## config.mk

```make
export PLATFORM = sky130hd
export DESIGN_NAME = color_edge_height_beat_tracker
export DESIGN_NICKNAME = d
export VERILOG_FILES = /design/src/sv/cehbt_pkg.sv /design/src/sv/color_edge_height_beat_tracker.sv /design/src/sv/cehbt_divider.sv /design/src/sv/cehbt_frame_end.sv /design/src/sv/cehbt_column_scan.sv
export SDC_FILE = /design/constraint.sdc
export NUM_CORES = 2
export LEC_CHECK = 0
export ABC_AREA = 1
export BUFFER_PORTS_ARGS = -buffer_cell sky130_fd_sc_hd__buf_2
export CAP_MARGIN = 20
export CELL_PAD_IN_SITES_DETAIL_PLACEMENT = 0
export CELL_PAD_IN_SITES_GLOBAL_PLACEMENT = 1
export CORE_UTILIZATION = 45
export DETAILED_ROUTE_END_ITERATION = 6
export PLACE_DENSITY = 0.82
export SYNTH_ARGS = -nofsm -noshare
export SYNTH_HDL_FRONTEND = slang
export SYNTH_SLANG_ARGS = --single-unit
```

## constraint.sdc

```tcl
create_clock -name clk -period 30.2 [get_ports clk]
set_clock_uncertainty 0.2 [all_clocks]
set_input_delay 6.04 -clock clk [delete_from_list [all_inputs] [get_ports clk]]
set_output_delay 6.04 -clock clk [all_outputs]
set_load 0.02 [all_outputs]
```

## src/sv/cehbt_pkg.sv

```systemverilog
package cehbt_pkg;

    localparam int MAX_WIDTH_DEF        = 1024;
    localparam int MAX_HEIGHT_DEF       = 1024;
    localparam int FRAME_INDEX_BITS_DEF = 16;

    localparam int PIX_W      = 8;
    localparam int FW_W       = 11;
    localparam int CFG_IDX_W  = 3;
    localparam int CFG_DATA_W = 11;

    localparam int ROW_SUM_W = 20;
    localparam int HIT_W     = 11;
    localparam int FRAC_W    = 8;
    localparam int AVG_W     = 18;
    localparam int IAVG_W    = 24;
    localparam int ISUM_W    = 16;
    localparam int ICNT_W    = 16;

    localparam int DVD_W = ROW_SUM_W + FRAC_W;
    localparam int DVS_W = 16;

    localparam int S_TDATA_W = 24;
    localparam int M_TDATA_W = 48;
    localparam int M_TUSER_W = 3;

    localparam logic [CFG_IDX_W-1:0] REG_TARGET_RED   = 3'd0;
    localparam logic [CFG_IDX_W-1:0] REG_TARGET_GREEN = 3'd1;
    localparam logic [CFG_IDX_W-1:0] REG_TARGET_BLUE  = 3'd2;
    localparam logic [CFG_IDX_W-1:0] REG_TOLERANCE    = 3'd3;
    localparam logic [CFG_IDX_W-1:0] REG_FRAME_WIDTH  = 3'd4;

    localparam logic [PIX_W-1:0] TOLERANCE_RESET   = 8'd30;
    localparam logic [FW_W-1:0]  FRAME_WIDTH_RESET = 11'd1024;

    typedef struct packed {
        logic [PIX_W-1:0] target_red;
        logic [PIX_W-1:0] target_green;
        logic [PIX_W-1:0] target_blue;
        logic [PIX_W-1:0] tolerance;
        logic [FW_W-1:0]  frame_width;
    } cfg_t;

    typedef struct packed {
        logic [ROW_SUM_W-1:0] row_sum;
        logic [HIT_W-1:0]     hit_count;
    } frame_sum_t;

    typedef struct packed {
        logic [IAVG_W-1:0] interval_average;
        logic              interval_valid;
        logic              minimum_marked;
        logic              average_valid;
        logic [AVG_W-1:0]  frame_average;
    } result_t;

    function automatic logic chan_match(
        input logic [PIX_W-1:0] p,
        input logic [PIX_W-1:0] t,
        input logic [PIX_W-1:0] tol
    );
        logic [PIX_W-1:0] diff;
        begin
            diff = (p > t) ? (p - t) : (t - p);
            return diff <= tol;
        end
    endfunction

endpackage

```

## src/sv/color_edge_height_beat_tracker.sv

```systemverilog
// Pixels: one per cycle while s_tready is high; each is held in s1 before the column tag write.
// Frame result: after the last pixel is accepted it is computed by up to two runs of the
// bit-serial divider (mean row, then mean mark interval); a run is skipped for a zero divisor.
// An end-of-frame pixel waits until the previous frame's result is in the output register.
// Reset: after rst_n is released the column tag memory is cleared one entry per cycle,
// all MAX_WIDTH entries, with s_tready low; configuration writes are taken throughout.
module color_edge_height_beat_tracker #(
    parameter int MAX_WIDTH        = cehbt_pkg::MAX_WIDTH_DEF,
    parameter int MAX_HEIGHT       = cehbt_pkg::MAX_HEIGHT_DEF,
    parameter int FRAME_INDEX_BITS = cehbt_pkg::FRAME_INDEX_BITS_DEF
)
(
    input  logic                               clk,
    input  logic                               rst_n,

    input  logic                               cfg_valid,
    output logic                               cfg_ready,
    input  logic [cehbt_pkg::CFG_IDX_W-1:0]    cfg_index,
    input  logic [cehbt_pkg::CFG_DATA_W-1:0]   cfg_data,

    input  logic                               s_tvalid,
    output logic                               s_tready,
    input  logic [cehbt_pkg::S_TDATA_W-1:0]    s_tdata,   // red, green, blue
    input  logic                               s_tlast,   // end_of_frame

    output logic                               m_tvalid,
    input  logic                               m_tready,
    output logic [cehbt_pkg::M_TDATA_W-1:0]    m_tdata,   // frame_average, interval_average, pad
    output logic [cehbt_pkg::M_TUSER_W-1:0]    m_tuser    // average_valid, minimum_marked,
                                                          // interval_valid
);

    localparam int PW = cehbt_pkg::PIX_W;

    cehbt_pkg::cfg_t       cfg_reg;
    cehbt_pkg::frame_sum_t frame_sum;
    cehbt_pkg::result_t    fe_result;
    cehbt_pkg::result_t    out_reg;
    logic                  out_valid_reg;

    logic frame_done;
    logic fe_busy;
    logic fe_load;
    logic slot_free;

    assign cfg_ready = 1'b1;

    always_ff @(posedge clk or negedge rst_n)
    begin
        if (!rst_n)
        begin
            cfg_reg.target_red   <= '0;
            cfg_reg.target_green <= '0;
            cfg_reg.target_blue  <= '0;
            cfg_reg.tolerance    <= cehbt_pkg::TOLERANCE_RESET;
            cfg_reg.frame_width  <= cehbt_pkg::FRAME_WIDTH_RESET;
        end
        else if (cfg_valid)
        begin
            unique case (cfg_index)
                cehbt_pkg::REG_TARGET_RED:   cfg_reg.target_red   <= cfg_data[PW-1:0];
                cehbt_pkg::REG_TARGET_GREEN: cfg_reg.target_green <= cfg_data[PW-1:0];
                cehbt_pkg::REG_TARGET_BLUE:  cfg_reg.target_blue  <= cfg_data[PW-1:0];
                cehbt_pkg::REG_TOLERANCE:    cfg_reg.tolerance    <= cfg_data[PW-1:0];
                cehbt_pkg::REG_FRAME_WIDTH:  cfg_reg.frame_width  <= cfg_data;
                default:
                begin
                end
            endcase
        end
    end

    cehbt_column_scan #(
        .MAX_WIDTH  (MAX_WIDTH),
        .MAX_HEIGHT (MAX_HEIGHT)
    ) u_scan
    (
        .clk        (clk),
        .rst_n      (rst_n),
        .cfg        (cfg_reg),
        .s_tvalid   (s_tvalid),
        .s_tready   (s_tready),
        .s_tdata    (s_tdata),
        .s_tlast    (s_tlast),
        .fe_busy    (fe_busy),
        .frame_done (frame_done),
        .frame_sum  (frame_sum)
    );

    cehbt_frame_end #(
        .FRAME_INDEX_BITS (FRAME_INDEX_BITS)
    ) u_frame_end
    (
        .clk       (clk),
        .rst_n     (rst_n),
        .start     (frame_done),
        .frame_sum (frame_sum),
        .busy      (fe_busy),
        .slot_free (slot_free),
        .load      (fe_load),
        .result    (fe_result)
    );

    // output register: hold until the downstream transaction completes
    assign slot_free = !out_valid_reg || m_tready;

    always_ff @(posedge clk or negedge rst_n)
    begin
        if (!rst_n)
        begin
            out_valid_reg <= 1'b0;
        end
        else if (fe_load)
        begin
            out_valid_reg <= 1'b1;
        end
        else if (m_tready)
        begin
            out_valid_reg <= 1'b0;
        end
    end

    always_ff @(posedge clk)
    begin
        if (fe_load)
        begin
            out_reg <= fe_result;
        end
    end

    assign m_tvalid = out_valid_reg;
    assign m_tdata  = cehbt_pkg::M_TDATA_W'({out_reg.interval_average, out_reg.frame_average});
    assign m_tuser  = {out_reg.interval_valid, out_reg.minimum_marked, out_reg.average_valid};

endmodule

```

## src/sv/cehbt_divider.sv

```systemverilog
module cehbt_divider
(
    input  logic                          clk,
    input  logic                          rst_n,
    input  logic                          start,
    input  logic [cehbt_pkg::DVD_W-1:0]   dividend,
    input  logic [cehbt_pkg::DVS_W-1:0]   divisor,
    output logic                          done,
    output logic [cehbt_pkg::DVD_W-1:0]   quotient
);

    localparam int DW     = cehbt_pkg::DVD_W;
    localparam int SW     = cehbt_pkg::DVS_W;
    localparam int STEP_W = $clog2(DW);

    logic              busy_reg;
    logic              done_reg;
    logic [STEP_W-1:0] step_reg;
    logic [SW-1:0]     rem_reg;
    logic [SW-1:0]     dvs_reg;
    logic [DW-1:0]     quo_reg;

    logic [SW:0] rem_shift;
    logic [SW:0] rem_sub;
    logic        ge;

    always_comb
    begin
        rem_shift = {rem_reg, quo_reg[DW-1]};
        ge        = rem_shift >= {1'b0, dvs_reg};
        rem_sub   = ge ? (rem_shift - {1'b0, dvs_reg}) : rem_shift;
    end

    always_ff @(posedge clk or negedge rst_n)
    begin
        if (!rst_n)
        begin
            busy_reg <= 1'b0;
            done_reg <= 1'b0;
            step_reg <= '0;
        end
        else
        begin
            done_reg <= 1'b0;
            if (start)
            begin
                busy_reg <= 1'b1;
                step_reg <= '0;
            end
            else if (busy_reg)
            begin
                if (step_reg == STEP_W'(DW - 1))
                begin
                    busy_reg <= 1'b0;
                    done_reg <= 1'b1;
                end
                step_reg <= step_reg + 1'b1;
            end
        end
    end

    // one quotient bit per cycle, restoring
    always_ff @(posedge clk)
    begin
        if (start)
        begin
            quo_reg <= dividend;
            rem_reg <= '0;
            dvs_reg <= divisor;
        end
        else if (busy_reg)
        begin
            quo_reg <= {quo_reg[DW-2:0], ge};
            rem_reg <= rem_sub[SW-1:0];
        end
    end

    assign done     = done_reg;
    assign quotient = quo_reg;

endmodule

```

## src/sv/cehbt_frame_end.sv

```systemverilog
module cehbt_frame_end #(
    parameter int FRAME_INDEX_BITS = cehbt_pkg::FRAME_INDEX_BITS_DEF
)
(
    input  logic                    clk,
    input  logic                    rst_n,
    input  logic                    start,
    input  cehbt_pkg::frame_sum_t   frame_sum,
    output logic                    busy,
    input  logic                    slot_free,
    output logic                    load,
    output cehbt_pkg::result_t      result
);

    localparam int FIB = FRAME_INDEX_BITS;
    localparam int SW  = ((FIB > cehbt_pkg::ISUM_W) ? FIB : cehbt_pkg::ISUM_W) + 1;
    localparam int DW  = cehbt_pkg::DVD_W;

    localparam logic [2:0] ST_IDLE    = 3'd0;
    localparam logic [2:0] ST_DIV_AVG = 3'd1;
    localparam logic [2:0] ST_TREND   = 3'd2;
    localparam logic [2:0] ST_DIV_INT = 3'd3;
    localparam logic [2:0] ST_DONE    = 3'd4;

    localparam logic [cehbt_pkg::ISUM_W-1:0] ISUM_MAX = '1;
    localparam logic [cehbt_pkg::ICNT_W-1:0] ICNT_MAX = '1;

    logic [2:0] state_reg, state_next;

    logic [cehbt_pkg::AVG_W-1:0]  avg_reg;
    logic                         avg_valid_reg;
    logic                         marked_reg;
    logic [cehbt_pkg::IAVG_W-1:0] iavg_reg;
    logic [cehbt_pkg::AVG_W-1:0]  prev_avg_reg;
    logic                         prev_valid_reg;
    logic                         falling_reg;
    logic [FIB-1:0]               frame_idx_reg;
    logic [FIB-1:0]               last_mark_reg;
    logic                         mark_seen_reg;
    logic [cehbt_pkg::ISUM_W-1:0] isum_reg;
    logic [cehbt_pkg::ICNT_W-1:0] icnt_reg;

    logic                         compare_ok;
    logic                         mark;
    logic                         falling_next;
    logic [FIB-1:0]               gap;
    logic [SW-1:0]                gap_sum;
    logic [cehbt_pkg::ISUM_W-1:0] isum_next;
    logic [cehbt_pkg::ICNT_W-1:0] icnt_next;

    logic                          div_start;
    logic [DW-1:0]                 div_dividend;
    logic [cehbt_pkg::DVS_W-1:0]   div_divisor;
    logic                          div_done;
    logic [DW-1:0]                 div_quotient;

    always_comb
    begin
        compare_ok   = avg_valid_reg && prev_valid_reg;
        mark         = compare_ok && (avg_reg < prev_avg_reg) && !falling_reg;
        falling_next = falling_reg;
        if (mark)
        begin
            falling_next = 1'b1;
        end
        else if (compare_ok && (avg_reg > prev_avg_reg))
        begin
            falling_next = 1'b0;
        end

        gap       = frame_idx_reg - last_mark_reg;
        gap_sum   = SW'(isum_reg) + SW'(gap);
        isum_next = isum_reg;
        icnt_next = icnt_reg;
        if (mark && mark_seen_reg && (icnt_reg != ICNT_MAX))
        begin
            isum_next = (gap_sum > SW'(ISUM_MAX)) ? ISUM_MAX : gap_sum[cehbt_pkg::ISUM_W-1:0];
            icnt_next = icnt_reg + 1'b1;
        end
    end

    always_comb
    begin
        div_start    = 1'b0;
        div_dividend = {frame_sum.row_sum, {cehbt_pkg::FRAC_W{1'b0}}};
        div_divisor  = cehbt_pkg::DVS_W'(frame_sum.hit_count);
        state_next   = state_reg;
        load         = 1'b0;
        unique case (state_reg)
            ST_IDLE:
            begin
                if (start)
                begin
                    div_start  = (frame_sum.hit_count != '0);
                    state_next = (frame_sum.hit_count != '0) ? ST_DIV_AVG : ST_TREND;
                end
            end
            ST_DIV_AVG:
            begin
                if (div_done)
                begin
                    state_next = ST_TREND;
                end
            end
            ST_TREND:
            begin
                div_start    = (icnt_next != '0);
                div_dividend = DW'({isum_next, {cehbt_pkg::FRAC_W{1'b0}}});
                div_divisor  = icnt_next;
                state_next   = (icnt_next != '0) ? ST_DIV_INT : ST_DONE;
            end
            ST_DIV_INT:
            begin
                if (div_done)
                begin
                    state_next = ST_DONE;
                end
            end
            ST_DONE:
            begin
                if (slot_free)
                begin
                    load       = 1'b1;
                    state_next = ST_IDLE;
                end
            end
            default:
            begin
                state_next = ST_IDLE;
            end
        endcase
    end

    always_ff @(posedge clk or negedge rst_n)
    begin
        if (!rst_n)
        begin
            state_reg      <= ST_IDLE;
            prev_avg_reg   <= '0;
            prev_valid_reg <= 1'b0;
            falling_reg    <= 1'b0;
            frame_idx_reg  <= '0;
            last_mark_reg  <= '0;
            mark_seen_reg  <= 1'b0;
            isum_reg       <= '0;
            icnt_reg       <= '0;
        end
        else
        begin
            state_reg <= state_next;
            if (state_reg == ST_TREND)
            begin
                prev_avg_reg   <= avg_reg;
                prev_valid_reg <= avg_valid_reg;
                falling_reg    <= falling_next;
                frame_idx_reg  <= frame_idx_reg + 1'b1;
                isum_reg       <= isum_next;
                icnt_reg       <= icnt_next;
                if (mark)
                begin
                    last_mark_reg <= frame_idx_reg;
                    mark_seen_reg <= 1'b1;
                end
            end
        end
    end

    always_ff @(posedge clk)
    begin
        if ((state_reg == ST_IDLE) && start && (frame_sum.hit_count == '0))
        begin
            avg_reg       <= '0;
            avg_valid_reg <= 1'b0;
        end
        if ((state_reg == ST_DIV_AVG) && div_done)
        begin
            avg_reg       <= div_quotient[cehbt_pkg::AVG_W-1:0];
            avg_valid_reg <= 1'b1;
        end
        if (state_reg == ST_TREND)
        begin
            marked_reg <= mark;
            if (icnt_next == '0)
            begin
                iavg_reg <= '0;
            end
        end
        if ((state_reg == ST_DIV_INT) && div_done)
        begin
            iavg_reg <= div_quotient[cehbt_pkg::IAVG_W-1:0];
        end
    end

    cehbt_divider u_divider
    (
        .clk      (clk),
        .rst_n    (rst_n),
        .start    (div_start),
        .dividend (div_dividend),
        .divisor  (div_divisor),
        .done     (div_done),
        .quotient (div_quotient)
    );

    assign busy = (state_reg != ST_IDLE);

    always_comb
    begin
        result.frame_average    = avg_reg;
        result.average_valid    = avg_valid_reg;
        result.minimum_marked   = marked_reg;
        result.interval_average = iavg_reg;
        result.interval_valid   = (icnt_reg != '0);
    end

endmodule

```

## src/sv/cehbt_column_scan.sv

```systemverilog
module cehbt_column_scan #(
    parameter int MAX_WIDTH  = cehbt_pkg::MAX_WIDTH_DEF,
    parameter int MAX_HEIGHT = cehbt_pkg::MAX_HEIGHT_DEF
)
(
    input  logic                              clk,
    input  logic                              rst_n,
    input  cehbt_pkg::cfg_t                   cfg,
    input  logic                              s_tvalid,
    output logic                              s_tready,
    input  logic [cehbt_pkg::S_TDATA_W-1:0]   s_tdata,
    input  logic                              s_tlast,
    input  logic                              fe_busy,
    output logic                              frame_done,
    output cehbt_pkg::frame_sum_t             frame_sum
);

    localparam int CW    = (MAX_WIDTH > 1) ? $clog2(MAX_WIDTH) : 1;
    localparam int RW    = $clog2(MAX_HEIGHT);
    localparam int CMP_W = ((CW + 1) > cehbt_pkg::FW_W) ? (CW + 1) : cehbt_pkg::FW_W;

    localparam int PW = cehbt_pkg::PIX_W;

    logic tag_mem [MAX_WIDTH];

    logic          clearing_reg;
    logic [CW-1:0] clr_cnt_reg;

    logic [CW-1:0] col_reg;
    logic [RW-1:0] row_reg;

    logic          s1_valid_reg;
    logic          s1_hit_reg;
    logic          s1_eof_reg;
    logic [CW-1:0] s1_col_reg;
    logic [RW-1:0] s1_row_reg;
    logic          tag_rd_reg;
    logic          fwd_sel_reg;
    logic          fwd_bit_reg;

    logic                            parity_reg;
    logic [cehbt_pkg::ROW_SUM_W-1:0] row_sum_reg, row_sum_next;
    logic [cehbt_pkg::HIT_W-1:0]     hit_cnt_reg, hit_cnt_next;

    logic             accept;
    logic             s1_fire;
    logic             pix_hit;
    logic [CMP_W-1:0] w_ext;
    logic [CMP_W-1:0] w_eff;
    logic [CMP_W-1:0] col_inc;
    logic             wrap;

    logic          tag_cur;
    logic          s1_we;
    logic          s1_wd;
    logic          mem_we;
    logic [CW-1:0] mem_wa;
    logic          mem_wd;

    assign s1_fire  = s1_valid_reg && !(s1_eof_reg && fe_busy);
    assign s_tready = !clearing_reg && (!s1_valid_reg || s1_fire);
    assign accept   = s_tvalid && s_tready;

    assign pix_hit = cehbt_pkg::chan_match(s_tdata[PW-1:0], cfg.target_red, cfg.tolerance)
                  && cehbt_pkg::chan_match(s_tdata[2*PW-1:PW], cfg.target_green, cfg.tolerance)
                  && cehbt_pkg::chan_match(s_tdata[3*PW-1:2*PW], cfg.target_blue, cfg.tolerance);

    always_comb
    begin
        w_ext = CMP_W'(cfg.frame_width);
        if (w_ext == '0)
        begin
            w_eff = CMP_W'(1);
        end
        else if (w_ext > CMP_W'(MAX_WIDTH))
        begin
            w_eff = CMP_W'(MAX_WIDTH);
        end
        else
        begin
            w_eff = w_ext;
        end
        col_inc = CMP_W'(col_reg) + 1'b1;
        wrap    = col_inc >= w_eff;
    end

    // raster position of the next pixel
    always_ff @(posedge clk or negedge rst_n)
    begin
        if (!rst_n)
        begin
            col_reg <= '0;
            row_reg <= '0;
        end
        else if (accept)
        begin
            if (s_tlast)
            begin
                col_reg <= '0;
                row_reg <= '0;
            end
            else if (wrap)
            begin
                col_reg <= '0;
                if (row_reg != RW'(MAX_HEIGHT - 1))
                begin
                    row_reg <= row_reg + 1'b1;
                end
            end
            else
            begin
                col_reg <= col_inc[CW-1:0];
            end
        end
    end

    // first-hit update of the column tag and the frame accumulators
    always_comb
    begin
        tag_cur      = fwd_sel_reg ? fwd_bit_reg : tag_rd_reg;
        s1_we        = 1'b0;
        s1_wd        = parity_reg;
        row_sum_next = row_sum_reg;
        hit_cnt_next = hit_cnt_reg;
        if (s1_valid_reg)
        begin
            if (s1_row_reg == '0)
            begin
                s1_we = 1'b1;
                s1_wd = s1_hit_reg ? parity_reg : !parity_reg;
                if (s1_hit_reg)
                begin
                    hit_cnt_next = hit_cnt_reg + 1'b1;
                end
            end
            else if (s1_hit_reg && (tag_cur != parity_reg))
            begin
                s1_we        = 1'b1;
                row_sum_next = row_sum_reg + cehbt_pkg::ROW_SUM_W'(s1_row_reg);
                hit_cnt_next = hit_cnt_reg + 1'b1;
            end
        end
    end

    always_comb
    begin
        if (clearing_reg)
        begin
            mem_we = 1'b1;
            mem_wa = clr_cnt_reg;
            mem_wd = 1'b0;
        end
        else
        begin
            mem_we = s1_we && s1_fire;
            mem_wa = s1_col_reg;
            mem_wd = s1_wd;
        end
    end

    always_ff @(posedge clk)
    begin
        if (mem_we)
        begin
            tag_mem[mem_wa] <= mem_wd;
        end
        if (accept)
        begin
            tag_rd_reg <= tag_mem[col_reg];
        end
    end

    always_ff @(posedge clk or negedge rst_n)
    begin
        if (!rst_n)
        begin
            clearing_reg <= 1'b1;
            clr_cnt_reg  <= '0;
        end
        else if (clearing_reg)
        begin
            if (clr_cnt_reg == CW'(MAX_WIDTH - 1))
            begin
                clearing_reg <= 1'b0;
            end
            clr_cnt_reg <= clr_cnt_reg + 1'b1;
        end
    end

    always_ff @(posedge clk or negedge rst_n)
    begin
        if (!rst_n)
        begin
            s1_valid_reg <= 1'b0;
            parity_reg   <= 1'b1;
            row_sum_reg  <= '0;
            hit_cnt_reg  <= '0;
        end
        else
        begin
            if (accept)
            begin
                s1_valid_reg <= 1'b1;
            end
            else if (s1_fire)
            begin
                s1_valid_reg <= 1'b0;
            end
            if (s1_fire)
            begin
                if (s1_eof_reg)
                begin
                    parity_reg  <= !parity_reg;
                    row_sum_reg <= '0;
                    hit_cnt_reg <= '0;
                end
                else
                begin
                    row_sum_reg <= row_sum_next;
                    hit_cnt_reg <= hit_cnt_next;
                end
            end
        end
    end

    // a write landing in the same cycle as the read of that column is forwarded
    always_ff @(posedge clk)
    begin
        if (accept)
        begin
            s1_hit_reg  <= pix_hit;
            s1_eof_reg  <= s_tlast;
            s1_col_reg  <= col_reg;
            s1_row_reg  <= row_reg;
            fwd_sel_reg <= s1_fire && s1_we && (s1_col_reg == col_reg);
            fwd_bit_reg <= s1_wd;
        end
    end

    assign frame_done          = s1_fire && s1_eof_reg;
    assign frame_sum.row_sum   = row_sum_next;
    assign frame_sum.hit_count = hit_cnt_next;

endmodule

```

==> impl_metrics.toml <==
[timing]
tightest_slew_ns = 1.54
finalHoldViolCount = 0
drv_slew = 80
max_freq_mhz = 110
min_period_ns = 9.10
finalSetupTns_ns = 0
finalCritPeriodShare_pct = 30.1
fin_ws_ns = 21.10
slew_headroom_pct = -2.93
rsz0062_at_grt = "no"
finalSetupViolCount = 0

[synthesis]
postSynth.topFlopCell = "edfxtp_1"
synth_top_area_cell = "edfxtp_1"
synth.top_cell.area_share_pct = 52.3
syn_avg_cell_area_um2 = 9.55
ys_top_cells_by_area = "edfxtp_1 (52%), nor2_1 (8.2%), nand2_1 (7.3%)"
synth-seq-area-share_pct = 60.3
yosys.area_share.adder_pct = 3.36
ys_types = 61
synth-edff-count = 1181
async_reset_ff_share_pct = 14.5
muxShareOfSynthArea_pct = 1.01
synth_cells = 7104
yosys_warnings = 0
synth_compound_area_share_pct = 8.85
syn-cell-area_um2 = 67800
ys_ff_latch = 1401
synthSimpleGateAreaFrac_pct = 19.5
synth_top_family_by_area = "simple AND/OR/NAND/NOR gates"
yosys.area_share.xor_xnor_pct = 1.60

[global_route]
grt_max_degree = 296
grt_pass1_wl_um = 292000
grt_pass1_vias = 48000
gr-total-overflow = 0
antenna_found_initial = 2
grtUsageTotal_pct = 25.3

[critical_path]
r2r-start = "u_scan.col_reg[0]"
cp-end-kind = "flip-flop"
reg2reg_depth = 14
startpoint_type = "primary input"
critPathMaxFanout = 8
r2r-end = "u_scan.tag_rd_reg"
r2r_setup_slack_ns = 24.68
setup.worst_path.class = "primary input to flip-flop"
arrival_ns = 9.42
worstPathRequired_ns = 30.52

[place]
portBuffers = 90
dp_hpwl_um = 106000
place_area_um2 = 69800
preCtsSetupSlack_ns = 20.32
placed_cells = 8843
place_congestion = 0.861

[cts]
cts_resized = 0
postCtsHoldBufs = 0
cts.sinks = 1401
clock_latency_ns = 0.79
clk_pin_slew_ns = 0.06
htree_levels = 4
cts_buffers = 147
root_buffer = "clkbuf_16"
post_cts_buffers = 0
cts_tree = "yes"
cts_buffer_depth = 3

[finish]
fin_nets = 7214
seqCellArea_um2 = 40900
fillers = 13700
largest_reg_flops = 1024
areaGrowthSynthToFinish_pct = 10.4
multi_input_area_um2 = 23400
final_cell_mix = "nor2_1 (1,481), nand2_1 (1,288), edfxtp_1 (1,181)"
drive_above_1_share_pct = 7.21
final_common_cell = "nor2_1"
post-route-cell-area_um2 = 74800
fin_cells = 9122

[status]
violations = "max-slew violations"
run_status = "finished with violations"

[drt]
routed_wl_um = 195000
drtIter0Drc = 5626
firstDrtPassIters = 6
vias_per_cell = 5.58
routedWlPerCell_um = 21.3
drt.antenna.violating_nets = 0
drc = 0
num_vias = 50900

[flow_run]
cap_violations = 0

[worst_hold_path]
min_to = "m_tdata[19]"
hold_path.startpoint = "u_frame_end.iavg_reg[1]"
whs_path_depth = 0
hold_class = "flip-flop to flip-flop"

[die]
ios = 98
initial_utilization_pct = 45.3
die-area_um2 = 152000
core-area_um2 = 150000
die_h_um = 390
rows = 142
die_w_um = 390

[power_and_ir_drop]
power.density_nw_per_um2 = 82.6
irDropWorstVdd_mv = 0.0930
p_leak_nw = 27.6
worst max path at each step:
stage | slack [ns] | end | from | depth (start not counted)
after floorplan | 0.21 | u_scan.tag_mem[0] | u_scan.s1_row_reg[5] | 7
after global placement | 20.31 | u_scan.s1_hit_reg | s_tdata[0] | 24
after detailed placement | 20.32 | u_scan.s1_hit_reg | s_tdata[0] | 24
after CTS | 21.13 | u_scan.s1_hit_reg | s_tdata[0] | 24
after global routing | 20.67 | u_scan.s1_hit_reg | s_tdata[0] | 24
final | 21.10 | u_scan.s1_hit_reg | s_tdata[0] | 24
cells in the mapped netlist, drive strengths merged, types with 2 or more instances:
cell	instances
nand3	273
dfstp	7
buf	79
or2	9
nor2	1514
inv	483
o221ai	3
edfxtp	1181
dfxtp	17
mux2	6
o21ai	470
dfrtp	196
nand2	1328
a221oi	4
o31ai	15
ha	166
o2111ai	2
a21oi	369
o21a	2
and2	3
xnor2	34
nand4	42
a211oi	5
o22ai	147
nand3b	4
o211ai	60
clkbuf	377
a21o	10
clkinv	4
fa	10
mux2i	62
conb	2
nor4	14
xor2	90
nor3	99
o21bai	8
cell families (layout without fill, tap and decap cells):
logic type / after synthesis / count (layout)
AND/OR/NAND/NOR: 3290 / 3290
adder cells (fa/ha/maj): 176 / 176
XOR/XNOR: 124 / 124
other: 2 / 8
multiplexers: 68 / 68
AO/OA/AOI/OAI: 1100 / 1100
flip-flops: 1401 / 1401
buffers and inverters: 943 / 939
critical path: stages:
cell and delay, ns:
buf_2 0.11, inv_1 0.05, ha_1 0.16, inv_1 0.06, fa_1 0.38, nand2_1 0.11
nand2_1 0.06, nand2_1 0.06, o211ai_1 0.09, nand2_1 0.23, inv_1 0.20, o21ai_0 0.35
nor2_1 0.08, or3_1 0.31, nand2_1 0.07, inv_1 0.04, ha_1 0.26, nand2_1 0.07
inv_1 0.06, nand3_1 0.08, o221ai_1 0.20, o21ai_0 0.20, nand2_1 0.13, nor2_1 0.04
layer usage:
layer,vias to the layer above,part of all wire [%],GRT usage [%]
met5,-,0,0
met4,0,4.1,9.96
met1,24700,39,33.1
met2,2098,48,42.2
li1,23700,-,-
met3,424,8.7,4.03
cell type report:
type                    instances  share of cell area, %
inverters                     487                   2.46
repair buffers                192                   2.13
diodes                          1                0.00334
multi-input cells            4765                   31.3
clock inverters                68                  0.834
well taps                    2016                   3.37
clock buffers                 192                   5.28
flip-flops and latches       1401                   54.7
per-stage QoR:
stage                     utilization, %  power, mW  hold WS (ns)
after floorplan                        -       4.17         0.200
after global placement              46.6       4.41         0.200
after detailed placement            46.6       4.44         0.205
after CTS                           49.7       6.19         0.218
after global routing                50.0       6.51         0.224
final                               50.0       6.18         0.217
power breakdown:
part	switching, mW	internal (mW)
Clock	0.762	0.993
Combinational	1.35	0.542
Sequential	0.0849	2.44
(Power assumes the default switching activity.)
